[src/rtl/core/indexed_list_engine_assert.svh]
// Assertion macros for the indexed list engine.
// Each macro expects clk and rst_n in scope; checks are off while in reset.
`ifndef INDEXED_LIST_ENGINE_ASSERT_SVH
`define INDEXED_LIST_ENGINE_ASSERT_SVH

// cond must never be true
`define ILE_ASSERT_NEVER(lbl, cond) \
  lbl: assert property (@(posedge clk) disable iff (!rst_n) !(cond)) \
    else $error("%m: assertion failed");

// ante implies cons in the same cycle
`define ILE_ASSERT_IMPL(lbl, ante, cons) \
  lbl: assert property (@(posedge clk) disable iff (!rst_n) (ante) |-> (cons)) \
    else $error("%m: assertion failed");

// ante implies cons in the next cycle
`define ILE_ASSERT_NEXT(lbl, ante, cons) \
  lbl: assert property (@(posedge clk) disable iff (!rst_n) (ante) |=> (cons)) \
    else $error("%m: assertion failed");

`endif

[src/rtl/core/ile_pkg.sv]
// ----------------------------------------------------------------------------
// ile_pkg
// Shared types and constants of the indexed list engine: command codes,
// status codes, field widths and store control.
// ----------------------------------------------------------------------------
`timescale 1ns / 1ps

package ile_pkg;

  localparam int ILE_CAPACITY   = 16;
  localparam int ILE_DATA_WIDTH = 32;

  localparam int KIND_W   = 4;
  localparam int POS_W    = 5;
  localparam int VALUE_W  = 32;
  localparam int STATUS_W = 2;
  localparam int COUNT_W  = 5;

  typedef enum logic [KIND_W-1:0] {
    KIND_PUSH_FRONT = 4'd0,
    KIND_PUSH_BACK  = 4'd1,
    KIND_INSERT     = 4'd2,
    KIND_ERASE      = 4'd3,
    KIND_POP_FRONT  = 4'd4,
    KIND_POP_BACK   = 4'd5,
    KIND_READ       = 4'd6,
    KIND_READ_FRONT = 4'd7,
    KIND_READ_BACK  = 4'd8,
    KIND_CLEAR      = 4'd9
  } kind_t;

  typedef enum logic [STATUS_W-1:0] {
    ST_OK    = 2'd0,
    ST_RANGE = 2'd1,
    ST_FULL  = 2'd2
  } status_t;

  // Store update for one transaction: open a slot or close one at the index
  typedef struct packed {
    logic ins;
    logic del;
  } store_ctl_t;

endpackage

[src/rtl/core/ile_store.sv]
// ----------------------------------------------------------------------------
// ile_store
// Register array of list entries. Insert shifts the tail up by one slot,
// erase shifts it down, all entries in parallel; one read port by index.
// ----------------------------------------------------------------------------
`timescale 1ns / 1ps

module ile_store
  import ile_pkg::*;
#(
  parameter int CAPACITY   = ILE_CAPACITY,
  parameter int DATA_WIDTH = ILE_DATA_WIDTH,
  localparam int IW        = $clog2(CAPACITY)
) (
  input  logic                  clk,
  input  store_ctl_t            ctl,
  input  logic [IW-1:0]         idx,
  input  logic [DATA_WIDTH-1:0] wr_data,
  output logic [DATA_WIDTH-1:0] rd_data
);

  logic [DATA_WIDTH-1:0] entries_r [CAPACITY];

  always_ff @(posedge clk) begin
    for (int i = 0; i < CAPACITY; i++) begin
      if (ctl.ins) begin
        if (IW'(i) == idx) begin
          entries_r[i] <= wr_data;
        end else if (i > 0 && IW'(i) > idx) begin
          entries_r[i] <= entries_r[(i > 0) ? i - 1 : 0];
        end
      end else if (ctl.del) begin
        // last slot keeps its word; it lies beyond the count afterwards
        if (i < CAPACITY - 1 && IW'(i) >= idx) begin
          entries_r[i] <= entries_r[(i < CAPACITY - 1) ? i + 1 : i];
        end
      end
    end
  end

  assign rd_data = entries_r[idx];

endmodule

[src/rtl/core/ile_ctrl.sv]
// ----------------------------------------------------------------------------
// ile_ctrl
// Command decode, range and full checks, entry count register and result
// fields for one registered command.
// ----------------------------------------------------------------------------
`timescale 1ns / 1ps

module ile_ctrl
  import ile_pkg::*;
#(
  parameter int CAPACITY   = ILE_CAPACITY,
  parameter int DATA_WIDTH = ILE_DATA_WIDTH,
  localparam int IW        = $clog2(CAPACITY),
  localparam int CW        = $clog2(CAPACITY + 1)
) (
  input  logic                  clk,
  input  logic                  rst_n,
  input  logic                  cmd_vld,
  input  logic [KIND_W-1:0]     cmd_kind,
  input  logic [POS_W-1:0]      cmd_pos,
  input  logic [DATA_WIDTH-1:0] rd_data,
  output store_ctl_t            st_ctl,
  output logic [IW-1:0]         st_idx,
  output status_t               res_status,
  output logic [VALUE_W-1:0]    res_read,
  output logic [COUNT_W-1:0]    res_count,
  output logic                  res_empty
);

  localparam int CMPW = (CW > POS_W) ? CW : POS_W;

  logic [CW-1:0] fill_r;
  logic [CW-1:0] fill_nxt;
  logic          full;
  logic          empty;
  logic          pos_ok;
  logic          rd_en;
  logic          clr;
  store_ctl_t    ctl;
  logic [IW-1:0] pos_idx;
  logic [IW-1:0] back_idx;

  assign full     = (fill_r == CW'(CAPACITY));
  assign empty    = (fill_r == '0);
  assign pos_ok   = (CMPW'(cmd_pos) < CMPW'(fill_r));
  assign pos_idx  = IW'(cmd_pos);
  assign back_idx = IW'(fill_r - CW'(1));

  always_comb begin
    ctl        = '0;
    st_idx     = '0;
    res_status = ST_OK;
    rd_en      = 1'b0;
    clr        = 1'b0;
    unique case (kind_t'(cmd_kind))
      KIND_PUSH_FRONT: begin
        if (full) res_status = ST_FULL;
        else ctl.ins = 1'b1;
      end
      KIND_PUSH_BACK: begin
        st_idx = IW'(fill_r);
        if (full) res_status = ST_FULL;
        else ctl.ins = 1'b1;
      end
      KIND_INSERT: begin
        st_idx = pos_idx;
        // insert at the head behaves as push front; range check first otherwise
        if (cmd_pos == '0) begin
          if (full) res_status = ST_FULL;
          else ctl.ins = 1'b1;
        end else if (!pos_ok) begin
          res_status = ST_RANGE;
        end else if (full) begin
          res_status = ST_FULL;
        end else begin
          ctl.ins = 1'b1;
        end
      end
      KIND_ERASE: begin
        st_idx = pos_idx;
        if (!pos_ok) res_status = ST_RANGE;
        else ctl.del = 1'b1;
      end
      KIND_POP_FRONT: begin
        if (empty) res_status = ST_RANGE;
        else ctl.del = 1'b1;
      end
      KIND_POP_BACK: begin
        st_idx = back_idx;
        if (empty) res_status = ST_RANGE;
        else ctl.del = 1'b1;
      end
      KIND_READ: begin
        st_idx = pos_idx;
        if (!pos_ok) res_status = ST_RANGE;
        else rd_en = 1'b1;
      end
      KIND_READ_FRONT: begin
        if (empty) res_status = ST_RANGE;
        else rd_en = 1'b1;
      end
      KIND_READ_BACK: begin
        st_idx = back_idx;
        if (empty) res_status = ST_RANGE;
        else rd_en = 1'b1;
      end
      KIND_CLEAR: begin
        clr = 1'b1;
      end
      default: begin
        res_status = ST_RANGE;
      end
    endcase
  end

  // drop store updates when no command is present
  assign st_ctl.ins = cmd_vld & ctl.ins;
  assign st_ctl.del = cmd_vld & ctl.del;

  always_comb begin
    fill_nxt = fill_r;
    priority if (!cmd_vld) fill_nxt = fill_r;
    else if (clr)          fill_nxt = '0;
    else if (ctl.ins)      fill_nxt = fill_r + CW'(1);
    else if (ctl.del)      fill_nxt = fill_r - CW'(1);
    else                   fill_nxt = fill_r;
  end

  always_ff @(posedge clk) begin
    if (!rst_n) begin
      fill_r <= '0;
    end else begin
      fill_r <= fill_nxt;
    end
  end

  assign res_read  = rd_en ? VALUE_W'(rd_data) : '0;
  assign res_count = COUNT_W'(fill_nxt);
  assign res_empty = (fill_nxt == '0);

`include "indexed_list_engine_assert.svh"

  `ILE_ASSERT_NEVER(a_ins_and_del, st_ctl.ins && st_ctl.del)
  `ILE_ASSERT_NEVER(a_fill_bound, fill_r > CW'(CAPACITY))
  `ILE_ASSERT_IMPL(a_ins_not_full, st_ctl.ins, fill_r != CW'(CAPACITY))
  `ILE_ASSERT_IMPL(a_del_not_empty, st_ctl.del, fill_r != '0)
  `ILE_ASSERT_NEXT(a_clear_empties, cmd_vld && kind_t'(cmd_kind) == KIND_CLEAR, fill_r == '0)

endmodule

[src/rtl/core/indexed_list_engine.sv]
// ----------------------------------------------------------------------------
// indexed_list_engine
// The command is registered on acceptance and decoded from those registers;
// the result and out_valid are registered at the edge that ends decode.
// Throughput: one command per cycle; busy stays low and the receiver cannot
// stall. Synchronous reset empties the list; entries stay undefined.
// ----------------------------------------------------------------------------
`timescale 1ns / 1ps

module indexed_list_engine
  import ile_pkg::*;
#(
  parameter int CAPACITY   = ILE_CAPACITY,
  parameter int DATA_WIDTH = ILE_DATA_WIDTH
) (
  input  logic                 clk,
  input  logic                 rst_n,
  input  logic                 start,
  output logic                 busy,
  input  logic [KIND_W-1:0]    in_kind,
  input  logic [POS_W-1:0]     in_position,
  input  logic [VALUE_W-1:0]   in_value,
  output logic                 out_valid,
  output logic [STATUS_W-1:0]  out_status,
  output logic [VALUE_W-1:0]   out_read_value,
  output logic [COUNT_W-1:0]   out_entry_count,
  output logic                 out_is_empty
);

  localparam int IW = $clog2(CAPACITY);

  logic                  cmd_vld_r;
  logic [KIND_W-1:0]     kind_r;
  logic [POS_W-1:0]      pos_r;
  logic [DATA_WIDTH-1:0] value_r;

  store_ctl_t            st_ctl;
  logic [IW-1:0]         st_idx;
  logic [DATA_WIDTH-1:0] rd_data;
  status_t               res_status;
  logic [VALUE_W-1:0]    res_read;
  logic [COUNT_W-1:0]    res_count;
  logic                  res_empty;

  // single-pass datapath: a new transaction fits every cycle
  assign busy = 1'b0;

  always_ff @(posedge clk) begin
    if (!rst_n) begin
      cmd_vld_r <= 1'b0;
    end else begin
      cmd_vld_r <= start & ~busy;
    end
  end

  always_ff @(posedge clk) begin
    if (start && !busy) begin
      kind_r  <= in_kind;
      pos_r   <= in_position;
      value_r <= DATA_WIDTH'(in_value);
    end
  end

  ile_ctrl #(
    .CAPACITY   (CAPACITY),
    .DATA_WIDTH (DATA_WIDTH)
  ) u_ctrl (
    .clk        (clk),
    .rst_n      (rst_n),
    .cmd_vld    (cmd_vld_r),
    .cmd_kind   (kind_r),
    .cmd_pos    (pos_r),
    .rd_data    (rd_data),
    .st_ctl     (st_ctl),
    .st_idx     (st_idx),
    .res_status (res_status),
    .res_read   (res_read),
    .res_count  (res_count),
    .res_empty  (res_empty)
  );

  ile_store #(
    .CAPACITY   (CAPACITY),
    .DATA_WIDTH (DATA_WIDTH)
  ) u_store (
    .clk     (clk),
    .ctl     (st_ctl),
    .idx     (st_idx),
    .wr_data (value_r),
    .rd_data (rd_data)
  );

  always_ff @(posedge clk) begin
    if (!rst_n) begin
      out_valid <= 1'b0;
    end else begin
      out_valid <= cmd_vld_r;
    end
  end

  always_ff @(posedge clk) begin
    if (cmd_vld_r) begin
      out_status      <= res_status;
      out_read_value  <= res_read;
      out_entry_count <= res_count;
      out_is_empty    <= res_empty;
    end
  end

endmodule

[config.mk]
export PLATFORM = sky130hd
export DESIGN_NAME = indexed_list_engine
export DESIGN_NICKNAME = d
export VERILOG_FILES = /design/src/rtl/core/ile_pkg.sv /design/src/rtl/core/ile_store.sv /design/src/rtl/core/ile_ctrl.sv /design/src/rtl/core/indexed_list_engine.sv
export VERILOG_INCLUDE_DIRS = /design/src /design/src/rtl/core
export SDC_FILE = /design/constraint.sdc
export NUM_CORES = 2
export LEC_CHECK = 0
export BUFFER_PORTS_ARGS = -buffer_cell sky130_fd_sc_hd__buf_2
export CAP_MARGIN = 15
export CELL_PAD_IN_SITES_DETAIL_PLACEMENT = 2
export CELL_PAD_IN_SITES_GLOBAL_PLACEMENT = 2
export CORE_UTILIZATION = 42
export DETAILED_ROUTE_END_ITERATION = 10
export HOLD_SLACK_MARGIN = 0.1
export PLACE_DENSITY_LB_ADDON = 0.1
export SKIP_CTS_REPAIR_TIMING = 1
export SLEW_MARGIN = 20
export SYNTH_ARGS = -nofsm -noshare
export SYNTH_HDL_FRONTEND = slang
export SYNTH_SLANG_ARGS = --single-unit
[constraint.sdc]
create_clock -name clk -period 8.3 [get_ports clk]
set_input_delay 0.415 -clock clk [delete_from_list [all_inputs] [get_ports clk]]
set_output_delay 0.415 -clock clk [all_outputs]
set_load 0.005 [all_outputs]
Word-level counts from Yosys, hierarchy flattened
Memory sizes are Yosys's and may differ from the RTL's. A register that Yosys moved wholly into a read port is not among the register bits.
Cells that the tools add are included.
{"block": "totals", "reg_bits": 56, "ram_bits": 512, "elab_cells": 331, "mem_count": 1}
{"block": "classes", "add_sub_neg": 2, "magnitude_cmp": 31, "n_eq_ne": 25, "n_mux": 218, "bitwise_logic": 32, "n_reduce_logical": 13}
{"memory": "u_store.entries_r", "words": 16, "width": 32, "rd": 17, "rd_clocked_by_memory_dff": 1, "write_ports": 16, "line_no": "ile_store.sv:22", "text": "logic [DATA_WIDTH-1:0] entries_r [CAPACITY];"}
{"operator": "2-to-1 mux 32 bit", "n": 30}
{"operator": "2-to-1 mux 1 bit", "n": 176}
{"operator": "== test 4 bit (first input constant)", "n": 8}
{"operator": "greater-than comparator 4 bit (first input constant)", "n": 8}
{"operator": "OR 1 bit", "n": 30}
{"operator": "greater-or-equal comparator 4 bit (first input constant)", "n": 7}
{"operator": "2-to-1 mux 5 bit", "n": 4}
{"operator": "== test 3 x 4 -> 1 bit (first input constant)", "n": 4}
{"operator": "== test 4 x 3 -> 1 bit (second input constant)", "n": 4}
{"operator": "greater-or-equal comparator 3 x 4 -> 1 bit (first input constant)", "n": 4}
{"operator": "greater-than comparator 3 x 4 -> 1 bit (first input constant)", "n": 4}
{"operator": "logical NOT 5 bit", "n": 3}
{"operator": "case mux 4 bit (3 select lines)", "n": 1}
{"operator": "case mux 2 bit (5 select lines)", "n": 1}
{"operator": "OR reduction 2 bit", "n": 5}
{"operator": "== test 2 x 4 -> 1 bit (first input constant)", "n": 2}
{"operator": "== test 4 x 2 -> 1 bit (second input constant)", "n": 2}
{"operator": "== test 4 bit (second input constant)", "n": 2}
{"operator": "greater-or-equal comparator 1 x 4 -> 1 bit (first input constant)", "n": 2}
{"operator": "greater-or-equal comparator 2 x 4 -> 1 bit (first input constant)", "n": 2}
{"operator": "greater-than comparator 2 x 4 -> 1 bit (first input constant)", "n": 2}
{"operator": "logical NOT 4 bit", "n": 2}
{"operator": "2-to-1 mux 2 bit", "n": 3}
{"operator": "case mux 1 bit (2 select lines)", "n": 3}
{"operator": "other kinds (11)", "n": 12}

Longest topological paths before layout
{"block": "logic_depth", "depth_word": 10, "ltp_mapped": 13, "ltp_nobuf": 11}

Hierarchy
A second synthesis with hierarchy kept.
{"block": "hier_totals", "cells_unflattened": 3156, "hier_area_um2": 34850.9}
{"module": "ile_store", "instances": 1, "cells_each": 2903, "area_per_inst_um2": 31202.4, "seq_area_each_um2": 15374.7}
{"module": "indexed_list_engine", "instances": 1, "cells_each": 87, "area_per_inst_um2": 2496.1, "seq_area_each_um2": 2472.4}
{"module": "ile_ctrl", "instances": 1, "cells_each": 166, "area_per_inst_um2": 1152.4, "seq_area_each_um2": 100.1}

Least setup slack after synthesis
No wires, ideal clock.
{"block": "synth_path", "path_kind": "register -> register", "startpoint": "register cmd_vld_r", "endpoint": "memory u_store.entries_r[8][0] (netlist bit), enable pin", "setup_ps": 470, "arrival_ps": 5333, "setup_slack_ps": 2497, "path_stages_with_launch": 7, "n_path_buf": 0, "path_cell_list": "dfxtp_1 nand3_1 inv_1 nand2_1 inv_2 nor2_1 a211oi_1"}
{"item": "start, declared", "line_no": "indexed_list_engine.sv:32", "text": "logic cmd_vld_r;"}
{"item": "start signal, assigned", "line_no": "indexed_list_engine.sv:52", "text": "cmd_vld_r <= start & ~busy;"}
{"item": "end, declared", "line_no": "ile_store.sv:22"}

==> run metrics <==
status=complete, no violations; CP startpoint kind=flip-flop; Seq/Total Area, Yosys=53.5%; die width=285 um; syn nets=3455; worst vdd ir=128 uV; clk_lat worst skew=0.64 ns; I/O Pins=86; DP Area=34900 um2; Critical Path Fanout Max=33; Mapped Cells=3404; full die area=80900 um2; CTS Sinks=600; Worst Path Required=8.62 ns; period utilisation layout=63.2%; root buf cell=clkbuf_16; worst hold path class=in2reg; Clock Skews=0.0342 ns; Setup-failing EPs final=0; final hold violations=0; largest net degree at the start of global routing=135; total wire length=146000 um; CP Capture Type=flip-flop; cts bufs inserted=72; share of synthesized registers carrying an async set or reset=0%; RSZ-0062 raised after global routing=false; Non-Filler Cell Area, Final=37500 um2; TritonRoute pass-1 iters=5; dominant synthesized flop cell=edfxtp_1; syn_area_per_cell=9.85 um2; layout cells sized above 1=10.6%; critical path type=reg2reg; P per Cell Area=209 nW/um2; Final Critical Period=5.24 ns; Antenna Nets Post-Route=0; max_cap viols=0; DRT iter0 DRCs=2498; nets@finish=3426; drt wl/cell=32.5 um; hpwl dp=85200 um; die span in y=285 um; Initial Utilization=42.4%; via/cell ratio=6.55; vias in the first global route=31.3k; Syn Std Cell Area=33500 um2; fillers=8168; total power draw=7.84 mW; Vias=29.3k; Setup TNS=0 ns; GP Congestion=0.839; wire length of the first global-routing pass=213000 um; Pins Over Slew Limit=0; Worst-Margin Slew=1.17 ns; hold slack=0.0878 ns; Yosys reg bits=600; Synth warnings=0; DRC viols=0; total grt overflow=0; Max Fclk=191 MHz; initial antenna violation count=0; Synth cell types=74; relative slew slack=21.5%; H-tree Lvls=3; Clock Tree Buf Depth=3; CTS tree=done; Worst-path clk slew=0.06 ns; core area=79000 um2; Post-synth EDFFs=593; P&R area growth vs syn=11.9%; site row count=103; input/output buffers=84; Total GRT Usage=35.3%; Critical Path AT=5.57 ns; leakage power total=14.3 nW
-- worst max-delay path: stages, from the launching register on --
cell,delay (ns)
edfxtp_1,0.72
or4b_1,0.62
a22oi_2,0.29
a211o_1,0.76
nor3_4,0.18
buf_4,0.46
o21ai_4,0.15
buf_4,0.69
nand2b_2,0.55
buf_4,0.43
-- metal layers --
layer / wire, um / vias up / global-route usage (%)
li1: - / 12300 / -
met1: 60800 / 15500 / 46.2
met2: 69900 / 1200 / 59.2
met3: 9180 / 333 / 4.76
met4: 5740 / 0 / 13.9
met5: 0 / - / 0
-- final cells by class --
| cell class | count | area (um2) | area share [%] |
|---|---|---|---|
| Sequential cell | 600 | 17900 | 47.9 |
| Inverter | 14 | 55.1 | 0.147 |
| Antenna cell | 1 | 2.50 | 0.00667 |
| Multi-Input combinational cell | 2497 | 14600 | 38.9 |
| Clock inverter | 32 | 264 | 0.704 |
| Timing Repair Buffer | 190 | 1380 | 3.67 |
| Tap cell | 1050 | 1310 | 3.50 |
| Clock buffer | 97 | 1940 | 5.17 |
-- cell usage after synthesis (all sizes together), types with 2 or more instances --
| library cell | number | area, um2 |
|---|---|---|
| a2111oi | 2 | 17.5 |
| a211o | 2 | 17.5 |
| a211oi | 3 | 40.0 |
| a21bo | 2 | 20.0 |
| a21o | 2 | 15.0 |
| a21oi | 240 | 1200 |
| a221o | 2 | 20.0 |
| a221oi | 32 | 287 |
| a22oi | 49 | 373 |
| a31oi | 100 | 632 |
| a32oi | 33 | 289 |
| and2 | 9 | 58.8 |
| and3 | 34 | 213 |
| and3b | 2 | 17.5 |
| buf | 120 | 657 |
| clkbuf | 173 | 649 |
| dfxtp | 7 | 140 |
| edfxtp | 593 | 17800 |
| ha | 7 | 87.6 |
| inv | 14 | 52.6 |
| mux2 | 64 | 721 |
| mux2i | 341 | 3410 |
| nand2 | 895 | 3370 |
| nand2b | 8 | 50.1 |
| nand3 | 131 | 656 |
| nor2 | 167 | 647 |
| nor3 | 12 | 86.3 |
| nor3b | 2 | 15.0 |
| nor4 | 4 | 40.0 |
| nor4b | 3 | 38.8 |
| nor4bb | 3 | 30.0 |
| o211ai | 2 | 28.8 |
| o21a | 2 | 15.0 |
| o21ai | 320 | 1620 |
| o21bai | 2 | 15.0 |
| o31ai | 4 | 35.0 |
| or3 | 3 | 18.8 |
-- worst paths after layout --
path                            depth (start not counted)                  endpoint  slack [ns]                     from
worst max-delay path                                    9  u_store.entries_r[6][23]        3.06                kind_r[3]
worst min-delay path                                    2                 cmd_vld_r        0.09                    rst_n
worst max register to register                          9  u_store.entries_r[6][23]        3.06                kind_r[3]
worst min register to register                          2   u_store.entries_r[8][4]        0.59  u_store.entries_r[7][4]
-- per-stage QoR --
stage,util [%],setup WS [ns],instances
global placement,44.1,2.90,4309
detailed placement,44.1,3.13,4310
CTS,46.9,3.09,4439
finish,47.5,3.06,4481
floorplan,-,2.50,3404
global route,47.5,2.88,4480
-- layout by cell type (no fill, tap or decap), types with 6 or more instances in the layout --
cell type	n
mux2i_1	341
nor3_1	7
clkbuf_1	23
buf_4	61
dlygate4sd3_1	41
a21oi_4	7
ha_1	7
o21ai_4	7
dfxtp_1	6
nand3_1	130
inv_1	10
clkinv_1	14
buf_2	84
a32oi_1	33
o21ai_1	83
nor2_1	147
nand2_1	886
o21ai_0	230
mux2_1	19
a221oi_1	31
and3_1	34
and2_1	8
nor2_4	19
a22oi_1	48
a21oi_1	233
clkbuf_16	74
clkinv_2	10
nand2_2	7
edfxtp_1	593
mux2_2	45
a31oi_1	99
-- state kept, by name, summed over array words and instances, names as in the netlist --
name / count
cmd_vld_r: 1
kind_r: 4
out_entry_count: 5
out_is_empty: 1
out_read_value: 32
out_status: 2
out_valid: 1
pos_r: 5
u_ctrl.fill_r: 5
u_store.entries_r: 512
value_r: 32
-- kinds of logic after synthesis --
group | Yosys count | share of synthesized area, %
AO/OA/AOI/OAI | 803 | 14.0
multiplexers | 405 | 12.3
AND/OR/NAND/NOR | 1280 | 15.8
other | 1 | 0.0112
buffers and inverters | 307 | 4.05
XOR/XNOR | 1 | 0.0261
flip-flops | 600 | 53.5
adder cells (fa/ha/maj) | 7 | 0.261
-- report_power, final --
group / total, mW / internal (mW) / switching (mW) / leakage, nW
registers: 3.63 / 3.47 / 0.154 / 5.47
logic: 1.08 / 0.347 / 0.738 / 7.80
clock network: 3.13 / 1.76 / 1.36 / 1.07
total: 7.84 / 5.58 / 2.25 / 14.3
(Power assumes the default switching activity.)
